===== src/hdl/hap_pkg.sv =====
// Shared types and constants for the Hammer-Aitoff projection pipeline.
// No dependencies; every other file in hdl/ imports this package.
package hap_pkg;

    // Default number of fraction bits on the degree fields
    localparam int FRAC_BITS_DEF = 8;

    // Field widths of the stream beats
    localparam int LON_W = 17;
    localparam int LAT_W = 16;
    localparam int X_W   = 17;
    localparam int Y_W   = 16;
    localparam int TDATA_W = 40;

    // Q30 fractions: value range 0..2^30 needs 31 bits
    localparam int QB = 30;
    localparam int TW = QB + 1;
    localparam logic [TW-1:0] QONE = TW'(1) << QB;

    // floor(2^38 / 90): scales a degree magnitude to a Q30 fraction of 90 degrees
    localparam logic [31:0] RECIP90  = 32'd3054198966;
    localparam int          RECIP_SH = 8;

    // Taylor coefficients of sin(pi/2 * t) in Q30, highest order first
    localparam int NCOEF = 7;
    localparam logic [TW-1:0] SIN_COEF [NCOEF] = '{
        31'd61, 31'd3864, 31'd172272, 31'd5026995,
        31'd85569306, 31'd693598668, 31'd1686629713
    };

    // Trig lanes carried side by side
    localparam int LANES = 4;
    localparam int LN_SA = 0;   // sin of half longitude
    localparam int LN_CA = 1;   // cos of half longitude
    localparam int LN_SL = 2;   // sin of latitude
    localparam int LN_CL = 3;   // cos of latitude

    // Square root: one result bit per stage over a 62-bit radicand
    localparam int SQ_STEPS = 31;
    localparam int SQ_NW    = 62;
    localparam int SQ_RW    = 63;

    typedef logic [LANES-1:0][TW-1:0] lanes_t;

    typedef struct packed {
        logic lon_neg;
        logic lat_neg;
    } sign_t;

endpackage


===== src/hdl/hap_front.sv =====
// Input conditioning: clamp, sign/magnitude split and conversion of both angles
// to Q30 fractions of a right angle (three stages). Depends on hap_pkg.
module hap_front #(
    parameter int FRAC_BITS = hap_pkg::FRAC_BITS_DEF
) (
    input  logic                                clk,
    input  logic                                rst_n,
    input  logic                                in_valid,
    output logic                                in_ready,
    input  logic signed [hap_pkg::LON_W-1:0]    longitude,
    input  logic signed [hap_pkg::LAT_W-1:0]    latitude,
    output logic                                out_valid,
    input  logic                                out_ready,
    output hap_pkg::lanes_t                     targ,
    output hap_pkg::sign_t                      out_sign
);
    import hap_pkg::*;

    localparam int LON_LIM  = 180 << FRAC_BITS;
    localparam int LAT_LIM  = 90 << FRAC_BITS;
    localparam int LON_HALF = LON_LIM / 2;
    localparam int LAT_HALF = LAT_LIM / 2;
    localparam logic signed [31:0] LON_LIM_S = 32'(LON_LIM);
    localparam logic signed [31:0] LAT_LIM_S = 32'(LAT_LIM);
    localparam int SH_LON = RECIP_SH + 1 + FRAC_BITS;
    localparam int SH_LAT = RECIP_SH + FRAC_BITS;
    localparam int PW_LON = LON_W + 32;
    localparam int PW_LAT = LAT_W + 32;
    localparam int CW_LON = $clog2(LON_LIM + 1) + TW + 1;
    localparam int CW_LAT = $clog2(LAT_LIM + 1) + TW + 1;

    logic [2:0] v_reg;
    logic [2:0] en;

    logic [LON_W-1:0]  mlon0_reg, mlon0_next, mlon1_reg;
    logic [LAT_W-1:0]  mlat0_reg, mlat0_next, mlat1_reg;
    logic [PW_LON-1:0] plon_reg, plon_next;
    logic [PW_LAT-1:0] plat_reg, plat_next;
    logic [TW-1:0]     elon_reg, elon_next, elat_reg, elat_next;
    sign_t             sg0_reg, sg0_next, sg1_reg, sg2_reg;
    lanes_t            targ_reg, targ_next;

    logic signed [31:0] lon_ext, lon_c, lon_abs;
    logic signed [31:0] lat_ext, lat_c, lat_abs;
    logic [PW_LON:0]    elon_sum;
    logic [PW_LAT:0]    elat_sum;
    logic [CW_LON-1:0]  lhs_lon, rhs_lon;
    logic [CW_LAT-1:0]  lhs_lat, rhs_lat;
    logic [TW-1:0]      tlon_r, tlat_r, tlon, tlat;

    // Advance a stage when it is empty or the one after it moves
    always_comb
    begin
        en[2]    = !v_reg[2] || out_ready;
        en[1]    = !v_reg[1] || en[2];
        en[0]    = !v_reg[0] || en[1];
        in_ready = en[0];
    end

    // Stage 0: clamp, split sign, scale by the reciprocal of the full angle
    always_comb
    begin
        lon_ext = 32'(longitude);
        lat_ext = 32'(latitude);
        lon_c = (lon_ext > LON_LIM_S) ? LON_LIM_S :
                (lon_ext < -LON_LIM_S) ? -LON_LIM_S : lon_ext;
        lat_c = (lat_ext > LAT_LIM_S) ? LAT_LIM_S :
                (lat_ext < -LAT_LIM_S) ? -LAT_LIM_S : lat_ext;
        sg0_next.lon_neg = lon_c[31];
        sg0_next.lat_neg = lat_c[31];
        lon_abs    = lon_c[31] ? -lon_c : lon_c;
        lat_abs    = lat_c[31] ? -lat_c : lat_c;
        mlon0_next = lon_abs[LON_W-1:0];
        mlat0_next = lat_abs[LAT_W-1:0];
        plon_next  = PW_LON'(mlon0_next) * PW_LON'(RECIP90);
        plat_next  = PW_LAT'(mlat0_next) * PW_LAT'(RECIP90);
    end

    // Stage 1: rounded estimate, at most one below the true quotient
    always_comb
    begin
        elon_sum  = (PW_LON + 1)'(plon_reg) + ((PW_LON + 1)'(1) << (SH_LON - 1));
        elat_sum  = (PW_LAT + 1)'(plat_reg) + ((PW_LAT + 1)'(1) << (SH_LAT - 1));
        elon_next = TW'(elon_sum >> SH_LON);
        elat_next = TW'(elat_sum >> SH_LAT);
    end

    // Stage 2: bump the estimate where the remainder still covers a divisor
    always_comb
    begin
        lhs_lon = (CW_LON'(mlon1_reg) << QB) + CW_LON'(LON_HALF);
        rhs_lon = CW_LON'(LON_LIM) * (CW_LON'(elon_reg) + CW_LON'(1));
        lhs_lat = (CW_LAT'(mlat1_reg) << QB) + CW_LAT'(LAT_HALF);
        rhs_lat = CW_LAT'(LAT_LIM) * (CW_LAT'(elat_reg) + CW_LAT'(1));
        tlon_r  = (lhs_lon >= rhs_lon) ? elon_reg + TW'(1) : elon_reg;
        tlat_r  = (lhs_lat >= rhs_lat) ? elat_reg + TW'(1) : elat_reg;
        tlon    = (tlon_r > QONE) ? QONE : tlon_r;
        tlat    = (tlat_r > QONE) ? QONE : tlat_r;
        targ_next[LN_SA] = tlon;
        targ_next[LN_CA] = QONE - tlon;
        targ_next[LN_SL] = tlat;
        targ_next[LN_CL] = QONE - tlat;
    end

    // Valid bits
    always_ff @(posedge clk or negedge rst_n)
    begin
        if (!rst_n)
        begin
            v_reg <= '0;
        end
        else
        begin
            if (en[0]) v_reg[0] <= in_valid;
            if (en[1]) v_reg[1] <= v_reg[0];
            if (en[2]) v_reg[2] <= v_reg[1];
        end
    end

    // Payload
    always_ff @(posedge clk)
    begin
        if (en[0])
        begin
            mlon0_reg <= mlon0_next;
            mlat0_reg <= mlat0_next;
            plon_reg  <= plon_next;
            plat_reg  <= plat_next;
            sg0_reg   <= sg0_next;
        end
        if (en[1])
        begin
            mlon1_reg <= mlon0_reg;
            mlat1_reg <= mlat0_reg;
            elon_reg  <= elon_next;
            elat_reg  <= elat_next;
            sg1_reg   <= sg0_reg;
        end
        if (en[2])
        begin
            targ_reg <= targ_next;
            sg2_reg  <= sg1_reg;
        end
    end

    assign out_valid = v_reg[2];
    assign targ      = targ_reg;
    assign out_sign  = sg2_reg;

endmodule


===== config.mk =====
export PLATFORM = sky130hd
export DESIGN_NAME = hap_front
export DESIGN_NICKNAME = d
export VERILOG_FILES = /design/src/hdl/hap_pkg.sv /design/src/hdl/hap_front.sv
export SDC_FILE = /design/constraint.sdc
export NUM_CORES = 2
export LEC_CHECK = 0
export ABC_AREA = 0
export BUFFER_PORTS_ARGS = -buffer_cell sky130_fd_sc_hd__buf_2
export CAP_MARGIN = 20
export CORE_ASPECT_RATIO = 0.8
export CORE_UTILIZATION = 69
export DETAILED_ROUTE_END_ITERATION = 12
export PLACE_DENSITY = 0.94
export SYNTH_ARGS = -nofsm -noshare
export SYNTH_HDL_FRONTEND = slang
export SYNTH_SLANG_ARGS = --single-unit

===== constraint.sdc =====
create_clock -name clk -period 18.5 [get_ports clk]
set_input_delay 3.7 -clock clk [delete_from_list [all_inputs] [get_ports clk]]
set_output_delay 3.7 -clock clk [all_outputs]
set_load 0.1 [all_outputs]

==> run_results.csv <==
group,metric,value,unit
synthesis,synth-edff-count,320,
sta,fmax,0.0733,GHz
synthesis,synth.distinct_cells,108,
route,ant_nets,0,
route,wl_per_cell,20.9,um
clock_network,clk_pin_slew,70,ps
grt,grt_usage,36.4,%
cells_and_area,nets,4625,
grt,antenna_found_initial,2,
sta,tns,0,ps
clock_network,cts_tree,"yes",
sta,rsz0062_at_grt,"false",
critical_path,crit_fanout,52,
synthesis,syn_nets,4521,
route,initialDrtViolationCount,3515,
clock_network,hold_buffers,0,
sta,fin_crit,13640,ps
clock_network,cts-resized-gates,0,
floorplanning,ios,165,
place,place_hpwl,76.4,mm
cells_and_area,area_growth,6.77,%
clock_network,clockBufferDepth,3,
clock_network,cts.sinks,323,
floorplanning,start_util,70.2,%
clock_network,root_buffer,"clkbuf_16",
sta,skew,24.0,ps
synthesis,async_flop_share,0.929,%
place,io_buffer_count,164,
sta,slew_headroom,24.0,%
critical_path,slowest_stage,"or4_1",
critical_path,worstPathRequired,18830,ps
grt,overflow,0,
clock_network,cts_made_buffers,35,
route,num_vias,29184,
place,placed_cells,4541,
critical_path,slowest_delay,760,ps
grt,grt_max_degree,81,
place,gp_congestion,1.02,
grt,grt_pass1_vias,28501,
synthesis,yosys_register_bits,323,
floorplanning,placeableCoreArea,51400,sq um
critical_path,crit_type,"flip-flop to flip-flop",
cells_and_area,largest_register_ff_count,122,
cells_and_area,stdcell_count,4603,
synthesis,synth_area_per_cell,9.52,sq um
floorplanning,fp.dieH,207,um
status,outcome,"finished, final reports clean",
job,max_cap_violations,0,
sta,period_share,73.7,%
sta,slew_viol_final,0,
synthesis,netlist_area,36100,sq um
synthesis,ys_seq_area_share,26.8,%
floorplanning,die_width,258,um
synthesis,syn_inst,3791,
sta,setup_viol,0,
clock_network,htree_levels,2,
cells_and_area,n_antenna_cell,0,
route,drt_pass1_iterations,6,
cells_and_area,drive_gt1_share,8.17,%
critical_path,end_kind,"flip-flop",
route,vias_per_cell,6.34,
critical_path,arrival,13970,ps
critical_path,crit_top_cell,"ha_1",
clock_network,cts_setup_buffers,0,
min_path,worstHoldPathType,"flip-flop to flip-flop",
sta,worst_pin_slew,1130,ps
critical_path,critPathLaunchType,"flip-flop",
floorplanning,rows,74,
synthesis,ys_warn_count,0,
route,drc_errors,0,
cells_and_area,fin_util,75.0,%
synthesis,synth-main-ff-cell,"edfxtp_1",
grt,grt_pass1_wl,153,mm
sta,finalHoldViolations,0,
route,wl,96.4,mm
clock_network,worstSkewPairLatency,570,ps
floorplanning,die_area,53200,sq um
routing by layer:
metal / track usage (%) / part of all wire, %
met1: 52.9 / 42
met2: 56.4 / 44
met3: 6.76 / 11
met4: 9.66 / 2.6
met5: 0 / 0.019
cell type report:
| class | instances | area, sq um |
|---|---|---|
| multi-input cells | 2757 | 23700 |
| inverters | 594 | 2230 |
| well taps | 684 | 856 |
| flip-flops and latches | 323 | 9680 |
| clock buffers | 45 | 935 |
| clock inverters | 16 | 188 |
| fillers | 3524 | 12800 |
| repair buffers | 184 | 968 |
synthesized netlist by cell type, types with 15 or more instances:
cell | count | area, sq um
buf_2 | 26 | 130
nor4_1 | 34 | 213
and2_1 | 25 | 156
o21bai_1 | 17 | 128
nor3_1 | 95 | 475
nor2b_1 | 35 | 219
and3_1 | 52 | 325
o21a_1 | 25 | 188
a21o_1 | 65 | 488
inv_1 | 593 | 2230
o21ai_0 | 106 | 531
a311oi_1 | 15 | 131
o31ai_1 | 21 | 158
nand3_1 | 112 | 561
fa_1 | 239 | 4780
mux2i_1 | 21 | 210
a211oi_1 | 20 | 150
or2_2 | 22 | 138
nand2b_1 | 41 | 257
nand4_1 | 49 | 307
o211ai_1 | 17 | 128
xnor2_1 | 253 | 2220
o22ai_1 | 16 | 100
a21oi_1 | 148 | 741
ha_1 | 454 | 5680
a31oi_1 | 40 | 250
xor2_1 | 119 | 1040
or3_1 | 19 | 119
nor2_1 | 256 | 961
edfxtp_1 | 320 | 9610
clkbuf_1 | 73 | 274
nand2_1 | 201 | 754
stage by stage:
stage                     area (sq um)  worst slack, ps  hold WS (ps)
after CTS                        38500             5280           414
after global placement           37400             5190           402
after detailed placement         37400             4830           405
after floorplan                  36100             6180           400
after global routing             38500             4180           415
final                            38500             4860           416
logic make-up after synthesis:
family	synth area share (%)
AOI/OAI and AO/OA	12.1
xor gates and xnor gates	9.03
adders and majority gates	29.0
buffers and inverters	7.62
DFF	26.8
muxes	0.873
and+or+nand+nor	14.6
critical path: cells and delay by family, from the launching register on:
family | cells | cell delay (ps)
simple gates | 16 | 4730
compound gates | 16 | 4340
fa+ha+maj | 5 | 2060
xor+xnor | 3 | 790
buf+inv | 3 | 760
flops | 1 | 720
cell usage in the layout, fill, tap and decap left out, types with 20 or more instances in the layout:
master / instances
a211oi_1: 20
a21o_1: 65
a21oi_1: 148
a31oi_1: 40
and2_1: 25
and3_1: 52
buf_2: 164
clkbuf_16: 36
edfxtp_1: 320
fa_1: 239
ha_1: 454
inv_1: 593
mux2i_1: 21
nand2_1: 201
nand2b_1: 40
nand3_1: 112
nand4_1: 49
nor2_1: 255
nor2b_1: 35
nor3_1: 95
nor4_1: 33
o21a_1: 25
o21ai_0: 106
o31ai_1: 21
or2_2: 22
xnor2_1: 253
xor2_1: 119
path summary, 6_finish.rpt:
check,startpoint,to,slack (ps),cells past startpoint
min,sg1_reg[0]$_DFFE_PP_,out_sign[0]$_DFFE_PP_,420,0
max in group asynchronous,rst_n,v_reg[0]$_DFFE_PN0P_,15470,1
min in group asynchronous,rst_n,v_reg[1]$_DFFE_PN0P_,2930,1
min reg2reg,sg1_reg[0]$_DFFE_PP_,out_sign[0]$_DFFE_PP_,420,0
max,elat_reg[6]$_DFFE_PP_,targ[121]$_DFFE_PP_,4860,43
max reg2reg,elat_reg[6]$_DFFE_PP_,targ[121]$_DFFE_PP_,4860,43
Power is left out: the tool's default activity adds up to more than one toggle a clock period on the data nets, which glitch-free logic cannot reach.
